--- src/hdl/skpl_pkg.sv ---
// Shared types and constants for the soft-knee peak limiter.
// Depends on nothing; every other file of the block imports it.

package skpl_pkg;

  localparam int SAMPLE_W   = 24;
  localparam int LEVEL_W    = 23;
  localparam int GAIN_W     = 17;
  localparam int COEF_W     = 16;
  localparam int CCOUNT_W   = 2;
  localparam int CFG_IDX_W  = 3;
  localparam int CFG_DATA_W = 23;
  localparam int DIV_CNT_W  = 5;
  localparam int PROD_W     = 43;

  localparam logic [GAIN_W-1:0]   UNITY_GAIN     = 17'd65536;
  localparam logic [DIV_CNT_W-1:0] DIV_LAST      = 5'd16;

  localparam logic [LEVEL_W-1:0]  KNEE_RESET     = 23'd371195;
  localparam logic [LEVEL_W-1:0]  CEILING_RESET  = 23'd467137;
  localparam logic [COEF_W-1:0]   COEF_RESET     = 16'd65490;
  localparam logic [CCOUNT_W-1:0] CCOUNT_RESET   = 2'd2;

  typedef enum logic [CFG_IDX_W-1:0] {
    REG_KNEE_START    = 3'd0,
    REG_CEILING       = 3'd1,
    REG_RELEASE_COEF  = 3'd2,
    REG_CHANNEL_COUNT = 3'd3
  } cfg_reg_t;

  typedef enum logic [2:0] {
    ST_IDLE,
    ST_SETUP,
    ST_DIV,
    ST_REL,
    ST_GAIN,
    ST_MULO,
    ST_RND,
    ST_FIN
  } state_t;

endpackage

--- src/hdl/skpl_if.sv ---
// Channel interfaces of the soft-knee peak limiter: samples, results and
// configuration writes. Depends on skpl_pkg for the field widths.

interface skpl_sample_if
  import skpl_pkg::*;
  ();
  logic                       valid;
  logic                       ready;
  logic                       channel;
  logic signed [SAMPLE_W-1:0] sample_in;
  logic                       sample_invalid;

  modport source (output valid, output channel, output sample_in, output sample_invalid,
                  input ready);
  modport sink (input valid, input channel, input sample_in, input sample_invalid,
                output ready);
endinterface

interface skpl_result_if
  import skpl_pkg::*;
  ();
  logic                       valid;
  logic                       ready;
  logic                       channel_out;
  logic signed [SAMPLE_W-1:0] sample_out;

  modport source (output valid, output channel_out, output sample_out, input ready);
  modport sink (input valid, input channel_out, input sample_out, output ready);
endinterface

interface skpl_cfg_if
  import skpl_pkg::*;
  ();
  logic                  valid;
  logic                  ready;
  logic [CFG_IDX_W-1:0]  reg_index;
  logic [CFG_DATA_W-1:0] data;

  modport source (output valid, output reg_index, output data, input ready);
  modport sink (input valid, input reg_index, input data, output ready);
endinterface

--- src/hdl/soft_knee_peak_limiter.sv ---
// Top level of the soft-knee peak limiter: sequencer, shared divider step,
// shared multiplier and per-channel gain store. Depends on skpl_pkg, skpl_if.
//
//  Channel      Role    Payload                                  Transfer when
//  sample_chan  sink    channel, sample_in, sample_invalid       valid & ready
//  result_chan  source  channel_out, sample_out                  valid & ready
//  cfg_chan     sink    reg_index, data                          valid & ready
//
// An item occupies the sequencer from its transfer until its result is loaded
// into the output register. A pass-through sample goes from set-up straight to the
// final state. A limited sample steps through release, gain update (skipped when it
// attacks), output multiply and rounding; a sample at or above the ceiling first
// runs the restoring divider, which forms ceiling / magnitude one quotient bit per
// cycle.
// Reset is synchronous and restores the register defaults and unity gain on
// every channel. The output register decouples the two sides: a new sample
// is taken while the previous result still waits, and the sequencer holds in
// its final state only if that earlier result has not yet been taken.

module soft_knee_peak_limiter
  import skpl_pkg::*;
#(
  parameter int MAX_CHANNELS = 2
) (
  input  logic           clk,
  input  logic           rst,
  skpl_sample_if.sink    sample_chan,
  skpl_result_if.source  result_chan,
  skpl_cfg_if.sink       cfg_chan
);

  localparam int IDX_W = (MAX_CHANNELS > 1) ? $clog2(MAX_CHANNELS) : 1;
  localparam logic [3:0] MAX_CH = 4'(MAX_CHANNELS);

  // Configuration registers. Writes are accepted in every cycle.
  logic [LEVEL_W-1:0]  knee_start;
  logic [LEVEL_W-1:0]  ceiling;
  logic [COEF_W-1:0]   release_coef;
  logic [CCOUNT_W-1:0] channel_count;

  assign cfg_chan.ready = 1'b1;

  always_ff @(posedge clk) begin
    if (rst) begin
      knee_start    <= KNEE_RESET;
      ceiling       <= CEILING_RESET;
      release_coef  <= COEF_RESET;
      channel_count <= CCOUNT_RESET;
    end else if (cfg_chan.valid) begin
      unique case (cfg_chan.reg_index)
        REG_KNEE_START:    knee_start    <= cfg_chan.data;
        REG_CEILING:       ceiling       <= cfg_chan.data;
        REG_RELEASE_COEF:  release_coef  <= cfg_chan.data[COEF_W-1:0];
        REG_CHANNEL_COUNT: channel_count <= cfg_chan.data[CCOUNT_W-1:0];
        default: ;
      endcase
    end
  end

  // Sequencer state and item registers.
  state_t state, state_next;

  logic                       ch;
  logic signed [SAMPLE_W-1:0] raw;
  logic                       inv;
  logic [SAMPLE_W-1:0]        ax;
  logic [SAMPLE_W-1:0]        rem;
  logic [GAIN_W-1:0]          tgt;
  logic [DIV_CNT_W-1:0]       div_cnt;
  logic [GAIN_W-1:0]          gain_val;
  logic signed [PROD_W-1:0]   prod;
  logic signed [SAMPLE_W-1:0] res;
  logic [GAIN_W-1:0]          channel_gain [MAX_CHANNELS];

  logic                       out_valid;
  logic                       out_channel;
  logic signed [SAMPLE_W-1:0] out_sample;

  logic sample_fire;
  logic out_load;

  assign sample_chan.ready = (state == ST_IDLE);
  assign sample_fire       = sample_chan.valid && sample_chan.ready;
  assign out_load          = (state == ST_FIN) && (!out_valid || result_chan.ready);

  // Limiting applies to channels below min(channel_count, MAX_CHANNELS).
  logic [3:0]       ch_limit;
  logic             pass;
  logic [IDX_W-1:0] gidx;

  assign ch_limit = ({2'b00, channel_count} < MAX_CH) ? {2'b00, channel_count} : MAX_CH;
  assign pass     = ({3'b000, ch} >= ch_limit);
  assign gidx     = IDX_W'(ch);

  // An invalid sample counts as silence; its magnitude is taken as unsigned so
  // that the most negative code gives 8388608.
  logic signed [SAMPLE_W-1:0] x;
  logic [SAMPLE_W-1:0]        x_abs;

  assign x     = inv ? '0 : raw;
  assign x_abs = x[SAMPLE_W-1] ? (~x + 1'b1) : x;

  // One restoring divider step. The remainder stays below the divisor, so a
  // shifted remainder fits in one extra bit.
  logic [SAMPLE_W:0]   div_trial;
  logic                div_ge;
  logic [SAMPLE_W:0]   div_diff;

  assign div_trial = (div_cnt == '0) ? {1'b0, rem} : {rem, 1'b0};
  assign div_ge    = (div_trial >= {1'b0, ax});
  assign div_diff  = div_trial - {1'b0, ax};

  // Release step and gain held for the current channel.
  logic [GAIN_W-1:0] gain_cur;
  logic              attack;
  logic [GAIN_W-1:0] rel_diff;
  logic [GAIN_W-1:0] gain_rel;

  assign gain_cur = channel_gain[gidx];
  assign attack   = (tgt < gain_cur);
  assign rel_diff = tgt - gain_cur;
  assign gain_rel = tgt - prod[32:16];

  // The shared multiplier serves the release step and the output scaling.
  logic signed [SAMPLE_W:0] mul_a;
  logic signed [GAIN_W:0]   mul_b;
  logic signed [PROD_W-1:0] mul_p;

  always_comb begin
    if (state == ST_REL) begin
      mul_a = $signed({8'b0, rel_diff});
      mul_b = $signed({2'b0, release_coef});
    end else begin
      mul_a = $signed({x[SAMPLE_W-1], x});
      mul_b = $signed({1'b0, gain_val});
    end
    mul_p = mul_a * mul_b;
  end

  // Round half up, then saturate to the sample range.
  logic signed [PROD_W-1:0] rnd;
  logic signed [26:0]       rnd_sh;
  logic signed [SAMPLE_W-1:0] rnd_sat;

  always_comb begin
    rnd    = prod + 43'sd32768;
    rnd_sh = rnd[42:16];
    if (rnd_sh > 27'sd8388607) begin
      rnd_sat = 24'sh7FFFFF;
    end else if (rnd_sh < -27'sd8388608) begin
      rnd_sat = 24'sh800000;
    end else begin
      rnd_sat = rnd_sh[SAMPLE_W-1:0];
    end
  end

  always_ff @(posedge clk) begin
    if (rst) begin
      state <= ST_IDLE;
    end else begin
      state <= state_next;
    end
  end

  always_comb begin
    state_next = state;
    unique case (state)
      ST_IDLE: begin
        if (sample_fire) begin
          state_next = ST_SETUP;
        end
      end
      ST_SETUP: begin
        if (pass) begin
          state_next = ST_FIN;
        end else if (x_abs <= {1'b0, knee_start} || x_abs < {1'b0, ceiling}) begin
          state_next = ST_REL;
        end else begin
          state_next = ST_DIV;
        end
      end
      ST_DIV: begin
        if (div_cnt == DIV_LAST) begin
          state_next = ST_REL;
        end
      end
      ST_REL: begin
        state_next = attack ? ST_MULO : ST_GAIN;
      end
      ST_GAIN: state_next = ST_MULO;
      ST_MULO: state_next = ST_RND;
      ST_RND:  state_next = ST_FIN;
      ST_FIN: begin
        if (out_load) begin
          state_next = ST_IDLE;
        end
      end
      default: state_next = ST_IDLE;
    endcase
  end

  // Datapath registers.
  always_ff @(posedge clk) begin
    if (sample_fire) begin
      ch  <= sample_chan.channel;
      raw <= sample_chan.sample_in;
      inv <= sample_chan.sample_invalid;
    end
    unique case (state)
      ST_SETUP: begin
        ax      <= x_abs;
        rem     <= {1'b0, ceiling};
        div_cnt <= '0;
        tgt     <= UNITY_GAIN;
        res     <= raw;
      end
      ST_DIV: begin
        rem     <= div_ge ? div_diff[SAMPLE_W-1:0] : div_trial[SAMPLE_W-1:0];
        tgt     <= {tgt[GAIN_W-2:0], div_ge};
        div_cnt <= div_cnt + 1'b1;
      end
      ST_REL: begin
        prod     <= mul_p;
        gain_val <= tgt;
      end
      ST_GAIN: gain_val <= gain_rel;
      ST_MULO: prod <= mul_p;
      ST_RND:  res  <= rnd_sat;
      default: ;
    endcase
  end

  // Gain store: unity after reset, updated once per limited sample.
  always_ff @(posedge clk) begin
    if (rst) begin
      for (int i = 0; i < MAX_CHANNELS; i++) begin
        channel_gain[i] <= UNITY_GAIN;
      end
    end else if (state == ST_REL && attack) begin
      channel_gain[gidx] <= tgt;
    end else if (state == ST_GAIN) begin
      channel_gain[gidx] <= gain_rel;
    end
  end

  // Output register.
  always_ff @(posedge clk) begin
    if (rst) begin
      out_valid <= 1'b0;
    end else if (out_load) begin
      out_valid <= 1'b1;
    end else if (result_chan.ready) begin
      out_valid <= 1'b0;
    end
  end

  always_ff @(posedge clk) begin
    if (out_load) begin
      out_channel <= ch;
      out_sample  <= res;
    end
  end

  assign result_chan.valid       = out_valid;
  assign result_chan.channel_out = out_channel;
  assign result_chan.sample_out  = out_sample;

  // A transfer on the sample channel always starts the set-up step.
  a_fire_setup: assert property (@(posedge clk) disable iff (rst)
    sample_fire |=> (state == ST_SETUP))
    else $error("sample transfer did not start the sequencer");

  // Once the first quotient bit is out, the divider remainder stays below the
  // divisor. Before that it equals the ceiling, which may match the magnitude.
  a_rem_bound: assert property (@(posedge clk) disable iff (rst)
    (state == ST_DIV && div_cnt != '0) |-> (rem < ax))
    else $error("divider remainder reached the divisor");

  // The quotient of ceiling over a magnitude no smaller than it never exceeds unity.
  a_quot_unity: assert property (@(posedge clk) disable iff (rst)
    (state == ST_DIV && div_cnt == DIV_LAST) |=> (tgt <= UNITY_GAIN))
    else $error("target gain above unity after division");

  // The gain used for scaling never exceeds unity.
  a_gain_unity: assert property (@(posedge clk) disable iff (rst)
    (state == ST_MULO) |-> (gain_val <= UNITY_GAIN))
    else $error("scaling gain above unity");

endmodule

--- src/flat_wrapper.sv ---
// flat-port wrapper written by rule: the top's interface ports become plain ports
module soft_knee_peak_limiter_flat import skpl_pkg::*;
#(
  parameter int MAX_CHANNELS = 2
)
  (clk, rst, sample_chan_valid, sample_chan_channel, sample_chan_sample_in, sample_chan_sample_invalid, sample_chan_ready, result_chan_valid, result_chan_channel_out, result_chan_sample_out, result_chan_ready, cfg_chan_valid, cfg_chan_reg_index, cfg_chan_data, cfg_chan_ready);
  skpl_sample_if sample_chan_i ();
  skpl_result_if result_chan_i ();
  skpl_cfg_if cfg_chan_i ();
  input  logic clk;
  input  logic rst;
  input wire logic [$bits(sample_chan_i.valid)-1:0] sample_chan_valid;
  input wire logic [$bits(sample_chan_i.channel)-1:0] sample_chan_channel;
  input wire logic [$bits(sample_chan_i.sample_in)-1:0] sample_chan_sample_in;
  input wire logic [$bits(sample_chan_i.sample_invalid)-1:0] sample_chan_sample_invalid;
  output wire logic [$bits(sample_chan_i.ready)-1:0] sample_chan_ready;
  output wire logic [$bits(result_chan_i.valid)-1:0] result_chan_valid;
  output wire logic [$bits(result_chan_i.channel_out)-1:0] result_chan_channel_out;
  output wire logic [$bits(result_chan_i.sample_out)-1:0] result_chan_sample_out;
  input wire logic [$bits(result_chan_i.ready)-1:0] result_chan_ready;
  input wire logic [$bits(cfg_chan_i.valid)-1:0] cfg_chan_valid;
  input wire logic [$bits(cfg_chan_i.reg_index)-1:0] cfg_chan_reg_index;
  input wire logic [$bits(cfg_chan_i.data)-1:0] cfg_chan_data;
  output wire logic [$bits(cfg_chan_i.ready)-1:0] cfg_chan_ready;
  assign sample_chan_i.valid = sample_chan_valid;
  assign sample_chan_i.channel = sample_chan_channel;
  assign sample_chan_i.sample_in = sample_chan_sample_in;
  assign sample_chan_i.sample_invalid = sample_chan_sample_invalid;
  assign sample_chan_ready = sample_chan_i.ready;
  assign result_chan_valid = result_chan_i.valid;
  assign result_chan_channel_out = result_chan_i.channel_out;
  assign result_chan_sample_out = result_chan_i.sample_out;
  assign result_chan_i.ready = result_chan_ready;
  assign cfg_chan_i.valid = cfg_chan_valid;
  assign cfg_chan_i.reg_index = cfg_chan_reg_index;
  assign cfg_chan_i.data = cfg_chan_data;
  assign cfg_chan_ready = cfg_chan_i.ready;
  soft_knee_peak_limiter #(.MAX_CHANNELS(MAX_CHANNELS)) u_core (.clk(clk), .rst(rst), .sample_chan(sample_chan_i), .result_chan(result_chan_i), .cfg_chan(cfg_chan_i));
endmodule
--- config.mk ---
export PLATFORM = sky130hd
export DESIGN_NAME = soft_knee_peak_limiter_flat
export DESIGN_NICKNAME = d
export VERILOG_FILES = /design/src/hdl/skpl_pkg.sv /design/src/hdl/skpl_if.sv /design/src/hdl/soft_knee_peak_limiter.sv /design/src/flat_wrapper.sv
export SDC_FILE = /design/constraint.sdc
export NUM_CORES = 2
export LEC_CHECK = 0
export BUFFER_PORTS_ARGS = -buffer_cell sky130_fd_sc_hd__buf_2
export CAP_MARGIN = 10
export CORE_UTILIZATION = 45
export DETAILED_ROUTE_END_ITERATION = 6
export GPL_ROUTABILITY_DRIVEN = 0
export PLACE_DENSITY = 0.72
export SYNTH_ARGS = -nofsm -noshare
export SYNTH_HDL_FRONTEND = slang
export SYNTH_SLANG_ARGS = --single-unit
--- constraint.sdc ---
create_clock -name clk -period 16.2 [get_ports clk]
set_clock_uncertainty 0.05 [all_clocks]
set_input_delay 3.24 -clock clk [delete_from_list [all_inputs] [get_ports clk]]
set_output_delay 3.24 -clock clk [all_outputs]
set_load 0.01 [all_outputs]
==> results.ini <==
[timing]
finalSetupTns_ps=0
relSlewSlack_pct=21.6
tightest_slew_ps=1180
max_freq_mhz=103
hold_viol_final=0
setup_viol=0
fin_crit_ps=9710
fin_crit_sh_pct=60.0
maxSlewViolCount=0
worst_slack_ps=6490
grt_setup_unrepaired=no

[setup_path]
worstPathRequired_ps=16490
critPathMostFrequentCell=fa_1
endpoint_kind=flop
cp_slowest_cell=nor2_2
cpPeakStageDelay_ps=640
start_kind=flop
cp.arrival_ps=10000
crit_type=flop to flop
cp_max_fo=17

[layout]
drive_gt1_share_pct=7.22
fill_cells=6206
finish.utilization_pct=49.3
diodes=0
final_nets=4014
stdcell_area_sq_um=33400
area_growth_pct=7.61

[logic_synthesis]
seq_area_frac_synth_pct=26.1
ys_async_sr_fraction_pct=0
synth.top_cells.by_count=inv_1, nand2_1, fa_1
synth_edf_count=224
yosysTopAreaCellShare_pct=26.2
ys_ff_latch=293
yosysUniqueCellTypes=82
synth_area_leaders=fa_1, edfxtp_1, ha_1
synth_area_sq_um=31000
syn_avg_cell_area_sq_um=9.35
ys_warn_count=0
yosysMostFrequentCell=inv_1
synth_top_area_cell=fa_1
syn_nets=3986
syn-instance-count=3316
synth-main-ff-cell=edfxtp_1

[placement]
post-place-ws_ps=6670
port_buffers=83
place_area_sq_um=32300
hpwl_um=67800

[die]
die_h_um=265
rows=95
dieArea_sq_um=70000
num_io_pins=85
die_w_um=265
start_util_pct=45.9
coreArea_sq_um=67600

[cts]
post_cts_resized=0
numCtsBuffers=30
cts_tree=built
holdBufCountCts=0
htreeDepth=1
clock-root-buffer=clkbuf_16
clk_path_buf_depth=3
clk_latency_ps=600
cts.sinks=293
post_cts_buffers=0
clkSlewWorstSetupHoldPaths_ps=70

[routing]
ant_nets=0
vias=23700
first_pass_iters=6
drt_iter0_drc=2167
routedWlPerCell_um=20.5
drt-total-wl_um=87000
drcViolationCount=0
vias_per_cell=5.58

[grt]
grt_max_degree=58
antenna_found_initial=0
grt_pass1_vias=23900
grt_usage_pct=25.4
grt_pass1_wl_um=137000
overflow=0

[job]
max_cap_viol_count=0

[outcome]
status=finished clean

[worst_hold_path]
hp-class=flop to flop

==> final timing paths <==
check	end	slack, ps	start	depth (start not counted)
worst max-delay path	u_core.prod[42]	6490	flop	33
worst min-delay path	u_core.result_chan.sample_out[8]	360	u_core.res[8]	0
worst max register to register	u_core.prod[42]	6490	flop	33
worst min register to register	u_core.result_chan.sample_out[8]	360	u_core.res[8]	0
==> area by class of cell <==
class,instances,area [sq um],area share [%]
Multi-Input combinational cell,2296,20200,60.4
Sequential cell,293,8110,24.3
Inverter,600,2250,6.75
Tap cell,873,1090,3.27
Clock buffer,37,828,2.48
Timing Repair Buffer,123,716,2.14
Clock inverter,18,211,0.634
==> critical path, delay by kind of cell (launching register included) <==
family	cells	cell delay, ps
AO/OA/AOI/OAI	12	2640
XOR/XNOR	2	290
adder cells (fa/ha/maj)	9	3990
buffers and inverters	6	740
flip-flops	1	310
multiplexers	1	230
AND/OR/NAND/NOR	3	1180
==> cell families (layout without fill, tap and decap cells) <==
family	count (synthesis)	after routing	share of synthesized area, %
AO/OA/AOI/OAI	440	440	9.38
XOR/XNOR	128	128	3.61
adder cells (fa/ha/maj)	613	613	34.6
buffers and inverters	727	778	8.97
flip-flops	293	293	26.1
multiplexers	74	74	2.49
other	1	1	0.0121
AND/OR/NAND/NOR	1040	1040	14.8
==> flip-flops by register name, indices dropped and copies added, names as in the netlist, named ones only <==
name	cells
u_core.channel_gain	34
u_core.ceiling	23
u_core.gain_val	17
u_core.prod	28
u_core.knee_start	23
u_core.state	3
u_core.result_chan.channel_out	1
u_core.res	24
u_core.raw	24
u_core.result_chan.sample_out	24
u_core.inv	1
u_core.result_chan.valid	1
u_core.release_coef	16
u_core.channel_count	2
u_core.rem	24
u_core.div_cnt	5
u_core.ax	24
u_core.tgt	17
u_core.ch	1
==> routing by layer <==
metal  wire length (um)  vias to the layer above  part of all wire [%]  track usage, %
met5                  0                        -                     0               0
met3               9180                      233                    11            5.71
met4               3760                        0                   4.3            9.63
met1              34300                    11600                    39            33.8
li1                   -                    10700                     -               -
met2              39700                     1144                    46            40.3
==> placed cells by master (no fill, tap or decap), types with 43 or more instances in the layout <==
master and n:
a21o_1 48, a21oi_1 127, and2_1 55, buf_2 83
dfxtp_1 69, edfxtp_1 224, fa_1 406, ha_1 207
inv_1 599, mux2i_1 48, nand2_1 477, nand3_1 43
nor2_1 290, o21ai_0 77, xnor2_1 72, xor2_1 56
==> stage by stage <==
stage / hold WS [ps] / instances
3_5_place_dp: 355 / 4185
6_report: 359 / 4240
4_1_cts: 356 / 4240
2_1_floorplan: 350 / 3316
5_1_grt: 374 / 4240
3_3_place_gp: 352 / 4185
Power is left out: the tool's default activity adds up to more than one toggle a clock period on the data nets, which glitch-free logic cannot reach.
